--- config.mk ---
export PLATFORM = sky130hd
export DESIGN_NAME = fbde_ctrl
export DESIGN_NICKNAME = d
export VERILOG_FILES = /design/src/hw/rtl/fbde_pkg.sv /design/src/hw/rtl/fbde_ctrl.sv
export SDC_FILE = /design/constraint.sdc
export NUM_CORES = 1
export LEC_CHECK = 0
export BUFFER_PORTS_ARGS = -buffer_cell sky130_fd_sc_hd__buf_2
export CAP_MARGIN = 20
export CORE_MARGIN = 3
export CORE_UTILIZATION = 50
export CTS_CLUSTER_DIAMETER = 40
export DETAILED_ROUTE_END_ITERATION = 8
export MAX_ROUTING_LAYER = met4
export PLACE_DENSITY = 0.71
export SYNTH_ARGS = -nofsm -noshare
export SYNTH_HDL_FRONTEND = slang
export SYNTH_SLANG_ARGS = --single-unit
--- constraint.sdc ---
create_clock -name clk_i -period 2.3 [get_ports clk_i]
set_input_delay 0.345 -clock clk_i [delete_from_list [all_inputs] [get_ports clk_i]]
set_output_delay 0.345 -clock clk_i [all_outputs]
set_load 0.03 [all_outputs]
--- src/hw/rtl/fbde_pkg.sv ---
`timescale 1ns / 1ps
package fbde_pkg;

  localparam int CHUNK_BYTES_DEF = 4096;
  localparam int INSTR_DEPTH_DEF = 1024;

  localparam int BS_W        = 13;
  localparam int BLOCK_MIN   = 16;
  localparam int BLOCK_MAX   = 4096;
  localparam int BS_RESET    = 64;
  localparam int SAVINGS_MAX = 16383;

  localparam int FUNC_W  = 3;
  localparam int BYTE_W  = 8;
  localparam int STAT_W  = 2;
  localparam int OFF_W   = 12;
  localparam int LEN_W   = 13;
  localparam int TOTAL_W = 11;
  localparam int SAV_W   = 14;

  localparam logic [STAT_W-1:0] ST_OK    = 2'd0;
  localparam logic [STAT_W-1:0] ST_FULL  = 2'd1;
  localparam logic [STAT_W-1:0] ST_EMPTY = 2'd2;

  localparam logic KIND_COPY   = 1'b0;
  localparam logic KIND_INSERT = 1'b1;

  typedef enum logic [FUNC_W-1:0] {
    FN_CLEAR  = 3'd0,
    FN_APP_T  = 3'd1,
    FN_APP_R  = 3'd2,
    FN_ENCODE = 3'd3,
    FN_READ   = 3'd4
  } func_e;

  typedef enum logic [4:0] {
    OP_NONE, OP_ACCEPT, OP_CLEAR, OP_APP_T, OP_APP_R,
    OP_RD_REQ, OP_RD_DATA, OP_RD_NONE,
    OP_E_INIT, OP_M_PRE, OP_M_SUF, OP_HEAD,
    OP_B_INIT, OP_R_NEXT, OP_M_BLK, OP_M_CB, OP_M_CF, OP_R_UPD, OP_B_NEXT,
    OP_EMIT_INS, OP_BACK_INIT, OP_POP_REQ, OP_POP, OP_COPY,
    OP_END0, OP_END1, OP_END2
  } op_e;

  typedef enum logic [4:0] {
    S_IDLE, S_CLR, S_APT, S_APR, S_RD_REQ, S_RD_DATA,
    S_E_CFG, S_E_PRE, S_E_PRE_W, S_E_SUF, S_E_SUF_W, S_E_HEAD,
    S_B_TOP, S_R_TOP, S_R_BLK_W, S_R_BLK_CHK, S_R_CB_W, S_R_CF, S_R_CF_W,
    S_R_UPD, S_B_DONE, S_POP, S_POP_DATA, S_CPY,
    S_END0, S_END1, S_END2, S_RESP
  } state_e;

  typedef enum logic [1:0] {
    MP_IDLE, MP_ADDR, MP_CMP
  } mph_e;

  typedef struct packed {
    op_e  op;
    logic ld_out;
  } cmd_t;

  typedef struct packed {
    logic toff_end;
    logic roff_end;
    logic rlen_eq;
    logic m_done;
    logic k_eq_blen;
    logic found;
    logic unacc_lt_start;
    logic pop_go;
    logic rd_ok;
  } st_t;

endpackage

--- src/hw/rtl/fbde_ctrl.sv ---
`timescale 1ns / 1ps
module fbde_ctrl
  import fbde_pkg::*;
(
  input  logic              clk_i,
  input  logic              rst_ni,
  input  logic              in_valid_i,
  output logic              in_ready_o,
  input  logic [FUNC_W-1:0] func_i,
  output logic              out_valid_o,
  input  logic              out_ready_i,
  input  st_t               st_i,
  output cmd_t              cmd_o
);

  state_e state_q, state_d;
  logic   ov_q, ov_d;

  always_ff @(posedge clk_i or negedge rst_ni) begin
    if (!rst_ni) begin
      state_q <= S_IDLE;
      ov_q    <= 1'b0;
    end else begin
      state_q <= state_d;
      ov_q    <= ov_d;
    end
  end

  always_comb begin
    state_d      = state_q;
    cmd_o.op     = OP_NONE;
    cmd_o.ld_out = 1'b0;
    in_ready_o   = 1'b0;
    case (state_q)
      S_IDLE: begin
        in_ready_o = 1'b1;
        if (in_valid_i) begin
          cmd_o.op = OP_ACCEPT;
          case (func_i)
            FN_CLEAR:  state_d = S_CLR;
            FN_APP_T:  state_d = S_APT;
            FN_APP_R:  state_d = S_APR;
            FN_ENCODE: state_d = S_E_CFG;
            FN_READ:   state_d = S_RD_REQ;
            default:   state_d = S_RESP;
          endcase
        end
      end
      S_CLR: begin cmd_o.op = OP_CLEAR; state_d = S_RESP; end
      S_APT: begin cmd_o.op = OP_APP_T; state_d = S_RESP; end
      S_APR: begin cmd_o.op = OP_APP_R; state_d = S_RESP; end
      S_RD_REQ: begin
        if (st_i.rd_ok) begin
          cmd_o.op = OP_RD_REQ;
          state_d  = S_RD_DATA;
        end else begin
          cmd_o.op = OP_RD_NONE;
          state_d  = S_RESP;
        end
      end
      S_RD_DATA: begin cmd_o.op = OP_RD_DATA; state_d = S_RESP; end
      S_E_CFG:   begin cmd_o.op = OP_E_INIT; state_d = S_E_PRE; end
      S_E_PRE:   begin cmd_o.op = OP_M_PRE; state_d = S_E_PRE_W; end
      S_E_PRE_W: if (st_i.m_done) state_d = S_E_SUF;
      S_E_SUF:   begin cmd_o.op = OP_M_SUF; state_d = S_E_SUF_W; end
      S_E_SUF_W: if (st_i.m_done) state_d = S_E_HEAD;
      S_E_HEAD:  begin cmd_o.op = OP_HEAD; state_d = S_B_TOP; end
      S_B_TOP: begin
        if (st_i.toff_end) begin
          state_d = S_END0;
        end else begin
          cmd_o.op = OP_B_INIT;
          state_d  = S_R_TOP;
        end
      end
      S_R_TOP: begin
        if (st_i.roff_end) begin
          state_d = S_B_DONE;
        end else if (!st_i.rlen_eq) begin
          cmd_o.op = OP_R_NEXT;
        end else begin
          cmd_o.op = OP_M_BLK;
          state_d  = S_R_BLK_W;
        end
      end
      S_R_BLK_W: if (st_i.m_done) state_d = S_R_BLK_CHK;
      S_R_BLK_CHK: begin
        if (st_i.k_eq_blen) begin
          cmd_o.op = OP_M_CB;
          state_d  = S_R_CB_W;
        end else begin
          cmd_o.op = OP_R_NEXT;
          state_d  = S_R_TOP;
        end
      end
      S_R_CB_W: if (st_i.m_done) state_d = S_R_CF;
      S_R_CF:   begin cmd_o.op = OP_M_CF; state_d = S_R_CF_W; end
      S_R_CF_W: if (st_i.m_done) state_d = S_R_UPD;
      S_R_UPD:  begin cmd_o.op = OP_R_UPD; state_d = S_R_TOP; end
      S_B_DONE: begin
        if (!st_i.found) begin
          cmd_o.op = OP_B_NEXT;
          state_d  = S_B_TOP;
        end else if (st_i.unacc_lt_start) begin
          cmd_o.op = OP_EMIT_INS;
          state_d  = S_CPY;
        end else begin
          cmd_o.op = OP_BACK_INIT;
          state_d  = S_POP;
        end
      end
      S_POP: begin
        if (st_i.pop_go) begin
          cmd_o.op = OP_POP_REQ;
          state_d  = S_POP_DATA;
        end else begin
          state_d = S_CPY;
        end
      end
      S_POP_DATA: begin cmd_o.op = OP_POP; state_d = S_POP; end
      S_CPY:  begin cmd_o.op = OP_COPY; state_d = S_B_TOP; end
      S_END0: begin cmd_o.op = OP_END0; state_d = S_END1; end
      S_END1: begin cmd_o.op = OP_END1; state_d = S_END2; end
      S_END2: begin cmd_o.op = OP_END2; state_d = S_RESP; end
      S_RESP: begin
        if (!ov_q || out_ready_i) begin
          cmd_o.ld_out = 1'b1;
          state_d      = S_IDLE;
        end
      end
      default: state_d = S_IDLE;
    endcase
  end

  always_comb begin
    ov_d = ov_q;
    if (out_ready_i) begin
      ov_d = 1'b0;
    end
    if (cmd_o.ld_out) begin
      ov_d = 1'b1;
    end
  end

  assign out_valid_o = ov_q;

endmodule

==> impl_metrics.json, run 1 <==
{
  "viasPerCell": 6.54,
  "synth.avg_cell_area_um2": 7.16,
  "start_util": 0.550,
  "first_pass_iters": 4,
  "synth-seq-area-share": 0.134,
  "swShare": 0.555,
  "grt_util_all_layers": 0.264,
  "clkTransAtPathRegs_ns": 0.04,
  "maxCapViolCount": 0,
  "core_area_um2": 2040,
  "clock_latency_ns": 0.24,
  "crit_path_end_kind": "output port",
  "wl_per_cell_um": 16.5,
  "clockBufferDepth": 2,
  "antenna_found_initial": 0,
  "cts_sinks": 6,
  "async_flop_share": 1.00,
  "clock_skew_ns": 0.00359,
  "slew_viol_final": 0,
  "place_ws_ns": 0.181,
  "htreeDepth": 1,
  "path_class": "flip-flop to output port",
  "synthFlopType": "dfrtp_1",
  "grt_pass1_vias": 1219,
  "irDropWorstVdd_v": 0.000759,
  "numCtsBuffers": 3,
  "p_switching_mw": 1.17,
  "die-width_um": 53.4,
  "final_nets": 197,
  "synth-warning-count": 0,
  "hold_class": "input pin to flip-flop",
  "syn-num-nets": 173,
  "fin_crit_sh": 0.963,
  "setup_slack_ns": 0.0844,
  "ys_types": 60,
  "finalHoldViolations": 0,
  "synth-edff-count": 0,
  "power.leakage_nw": 0.541,
  "io_buffer_count": 23,
  "grt-ovfl-total": 0,
  "syn_inst": 157,
  "root_buffer": "clkbuf_4",
  "dieArea_um2": 2850,
  "arrival_ns": 1.87,
  "status": "complete, no violations",
  "finalSetupViolations": 0,
  "worstMarginPinSlew_ns": 0.479,
  "syn_to_final_growth_pct": 17.1,
  "cp.required_ns": 1.96,
  "pwr-share-comb": 0.804,
  "power_frac_seq": 0.153,
  "synth_area_leaders": "dfrtp_1, a21oi_1, nand2b_1",
  "drt.antenna.violating_nets": 0,
  "drt_iter0_drc": 42,
  "layout-drive-gt1-share": 0.313,
  "fillers": 194,
  "grt_pass1_wl_mm": 5.55,
  "achievable-frequency_ghz": 0.451,
  "die_y_um": 53.4,
  "cts_tree": "done",
  "critPathMaxFanout": 12,
  "synth_area_um2": 1120,
  "diodes": 0,
  "grt_max_degree": 20,
  "io_pins": 24,
  "fin_crit_ns": 2.22,
  "powerDensity_nw_per_um2": 1600,
  "drt_wl_total_mm": 3.41,
  "place.gp.congestion": 0.999,
  "drcViolationCount": 0,
  "slew_headroom": 0.680,
  "p_int_mw": 0.938,
  "synth_top_area_cell": "dfrtp_1",
  "dp_hpwl_mm": 2.61,
  "synth_seq_cells": 6,
  "cts_setup_buffers": 0,
  "power_frac_clock": 0.043,
  "holdWs_ns": 0.445,
  "cp-start-kind": "flip-flop",
  "yosysTopAreaCellShare": 0.134,
  "num_rows": 16,
  "num_vias": 1347
}
## cell families after synthesis
| logic type | after synthesis | synth area share |
|---|---|---|
| buffers and inverters | 20 | 0.109 |
| AOI/OAI and AO/OA | 56 | 0.355 |
| muxes | 3 | 0.0312 |
| DFF | 6 | 0.134 |
| and+or+nand+nor | 72 | 0.371 |
## sequential cells by signal (all words and copies together), names as in the netlist
name         flops
out_valid_o      1
state_q          5
## through the flow
| stage | util | std cells | instance area [um^2] | power [mW] | TNS (ns) |
|---|---|---|---|---|---|
| floorplan | - | 157 | 1130 | 1.59 | 0 |
| global placement | 0.614 | 202 | 1250 | 1.92 | 0 |
| detailed placement | 0.614 | 202 | 1250 | 1.94 | 0 |
| CTS | 0.634 | 206 | 1290 | 2.05 | 0 |
| global route | 0.645 | 206 | 1320 | 2.27 | -0.00177 |
| finish | 0.645 | 206 | 1320 | 2.11 | 0 |
## cells in the mapped netlist, drive strengths merged (2+ instances only)
cell type / instances
a211oi: 3
a21oi: 16
a31oi: 2
a32o: 2
and2: 2
buf: 13
clkbuf: 3
dfrtp: 6
inv: 4
mux2i: 2
nand2: 13
nand2b: 10
nand3: 3
nand3b: 2
nor2: 15
nor2b: 7
nor3: 5
nor3b: 2
nor4: 2
nor4b: 2
o21ai: 12
o22a: 2
o22ai: 4
or2: 2
## placed cells by master, fill, tap and decap left out, types with 3 or more instances in the layout
master / synthesis / layout
buf_4: 3 / 11
inv_1: 4 / 4
nor2b_1: 7 / 7
nor2_1: 14 / 14
nand2b_1: 9 / 8
nand3_1: 3 / 3
nor3_1: 4 / 4
clkbuf_4: 0 / 3
nand2_1: 12 / 12
o22ai_1: 3 / 3
dfrtp_1: 6 / 3
buf_2: 5 / 23
a21oi_1: 16 / 16
o21ai_0: 11 / 11
## worst max-delay path, stage by stage (launching register included)
cell,delay [ns]
dfrtp_2,0.46
buf_4,0.21
a21oi_1,0.12
mux2i_1,0.09
a221o_1,0.35
a22o_1,0.23
buf_2,0.17
## path summary, 6_finish.rpt
path / startpoint / endpoint / slack (ns) / cells after the start
max in group asynchronous: rst_ni / state_q[4] / 1.67 / 2
min in group asynchronous: rst_ni / state_q[4] / 0.46 / 2
worst max-delay path: state_q[1] / cmd_o[3] / 0.08 / 6
worst min register to register: out_valid_o / out_valid_o / 0.57 / 2
worst min-delay path: out_ready_i / out_valid_o / 0.45 / 3
worst max register to register: state_q[2] / state_q[3] / 0.29 / 6
## what timing repair did
item | 4_1_cts | 5_1_grt
gates resized for setup | 3 | 6
hold buffers | 1 | 0
endpoints found under the hold margin | 6 | 0
pin swaps | 0 | 0
endpoints found under the setup margin | 2 | 2
## layout make-up
cell class              instances  area (um^2)  share of cell area
repair buffers                 35          208               0.158
clock buffers                   3         22.5              0.0171
flip-flops and latches          6          156               0.119
well taps                      27         33.8              0.0257
multi-input cells             131          881               0.669
inverters                       4         15.0              0.0114
## power groups by stage
stage               registers [mW]  logic [mW]  clock network, mW
global placement             0.297        1.62                  0
CTS                          0.305        1.65             0.0948
global route                 0.326        1.84             0.0995
finish                       0.322        1.70             0.0915
floorplan                    0.207        1.38                  0
detailed placement           0.300        1.64                  0
## per-layer routing
layer	vias up	GRT usage	routed length (um)
met5	-	-	0
met4	0	0.0383	29
met3	5	0.0451	344
met2	80	0.429	1630
met1	631	0.350	1400
li1	631	-	-
No activity file was read; power rests on OpenSTA's default activity.
==> inputs of run 2 (changes only) <==
==> constraint.sdc (replaced) <==
create_clock -name clk_i -period 2.6 [get_ports clk_i]
set_input_delay 0.39 -clock clk_i [delete_from_list [all_inputs] [get_ports clk_i]]
set_output_delay 0.39 -clock clk_i [all_outputs]
set_load 0.03 [all_outputs]
==> impl_metrics.json, run 2 (synthesis results as in run 1) <==
{
  "antenna_found_initial": 0,
  "irDropWorstVdd_v": 0.000846,
  "clockBufferDepth": 2,
  "syn_to_final_growth_pct": 12.9,
  "arrival_ns": 2.01,
  "num_rows": 16,
  "fin_crit_sh": 0.923,
  "fin_crit_ns": 2.40,
  "place_ws_ns": 0.312,
  "core_area_um2": 2040,
  "cp-start-kind": "flip-flop",
  "diodes": 0,
  "largest_reg_flops": 5,
  "htreeDepth": 1,
  "critPathMaxFanout": 15,
  "layout-drive-gt1-share": 0.284,
  "worstMarginPinSlew_ns": 0.474,
  "numPlacedInstances": 199,
  "num_vias": 1292,
  "finalHoldViolations": 0,
  "achievable-frequency_ghz": 0.417,
  "final_nets": 194,
  "wl_per_cell_um": 15.9,
  "root_buffer": "clkbuf_4",
  "crit_path_end_kind": "output port",
  "die_y_um": 53.4,
  "start_util": 0.550,
  "first_pass_iters": 4,
  "cts_tree": "done",
  "seq_area_um2": 154,
  "path_class": "flip-flop to output port",
  "grt_pass1_wl_mm": 5.06,
  "status": "complete, no violations",
  "slew_viol_final": 0,
  "grt_pass1_vias": 1089,
  "numCtsBuffers": 3,
  "grt-ovfl-total": 0,
  "rsz0062_at_grt": "no",
  "clock_skew_ns": 0.0115,
  "powerDensity_nw_per_um2": 1410,
  "setup_tns_ns": 0,
  "drt_wl_total_mm": 3.23,
  "finalSetupViolations": 0,
  "placed_area_um2": 1220,
  "io_buffer_count": 23,
  "slew_headroom": 0.684,
  "drt.antenna.violating_nets": 0,
  "final_cell_area_um2": 1270,
  "drcViolationCount": 0,
  "fillers": 201,
  "setup_slack_ns": 0.200,
  "drt_iter0_drc": 64,
  "power.leakage_nw": 0.520,
  "io_pins": 24,
  "die-width_um": 53.4,
  "viasPerCell": 6.36,
  "holdWs_ns": 0.473,
  "maxCapViolCount": 0,
  "clkTransAtPathRegs_ns": 0.05,
  "place.gp.congestion": 0.979,
  "dieArea_um2": 2850,
  "final_cell_mix": "buf_2, a21oi_1, nor2_1, nand2_1, o21ai_0",
  "clock_latency_ns": 0.25,
  "multi_input_area_um2": 858,
  "registers.top_by_ff_count": "state_q",
  "layout_commonest_cell": "buf_2",
  "grt_util_all_layers": 0.246,
  "cp.required_ns": 2.21,
  "dp_hpwl_mm": 2.47,
  "cts_sinks": 6,
  "stdcell_count": 203,
  "grt_max_degree": 21,
  "hold_class": "input pin to flip-flop"
}
==> run 2: through the flow <==
stage / utilization / power, mW
global route: 0.621 / 1.92
finish: 0.621 / 1.78
floorplan: - / 1.40
CTS: 0.616 / 1.75
global placement: 0.600 / 1.65
detailed placement: 0.600 / 1.66
==> run 2: area by class of cell <==
type	count	share of cell area
Multi-Input combinational cell	131	0.677
Inverter	4	0.0118
Clock buffer	3	0.0178
Sequential cell	6	0.121
Timing Repair Buffer	32	0.146
Tap cell	27	0.0266
==> run 2: repair_timing <==
item,CTS,global route
hold buffers,1,0
endpoints found under the hold margin,6,0
setup buffers,0,0
endpoints found under the setup margin,0,1
resized for setup,0,5
==> run 2: routing by layer <==
metal / share of wire / vias to the layer above / global-route usage
li1: - / 628 / -
met3: 0.10 / 4 / 0.0563
met4: 0.012 / 0 / 0.0638
met1: 0.43 / 586 / 0.338
met2: 0.46 / 74 / 0.359
met5: 0 / - / -
==> run 2: path summary, 6_finish.rpt <==
path                              from     endpoint  slack (ns)  cells past startpoint
min in group asynchronous       rst_ni   state_q[3]        0.49                      2
hold / removal             out_ready_i  out_valid_o        0.47                      3
setup / recovery            state_q[1]     cmd_o[4]        0.20                      8
hold reg to reg            out_valid_o  out_valid_o        0.56                      2
max in group asynchronous       rst_ni   state_q[4]        1.94                      2
setup reg to reg            state_q[1]   state_q[3]        0.46                      7
==> run 2: critical path: stages (launching register included) <==
cell,delay (ns)
dfrtp_1,0.46
buf_4,0.21
buf_4,0.19
inv_1,0.12
nand2_1,0.09
a21oi_1,0.19
o22ai_1,0.11
a32o_1,0.22
buf_2,0.18
==> run 2: power by group <==
part	switching [mW]	internal, mW
Combinational	0.808	0.579
Clock	0.0361	0.0524
Sequential	0.162	0.146
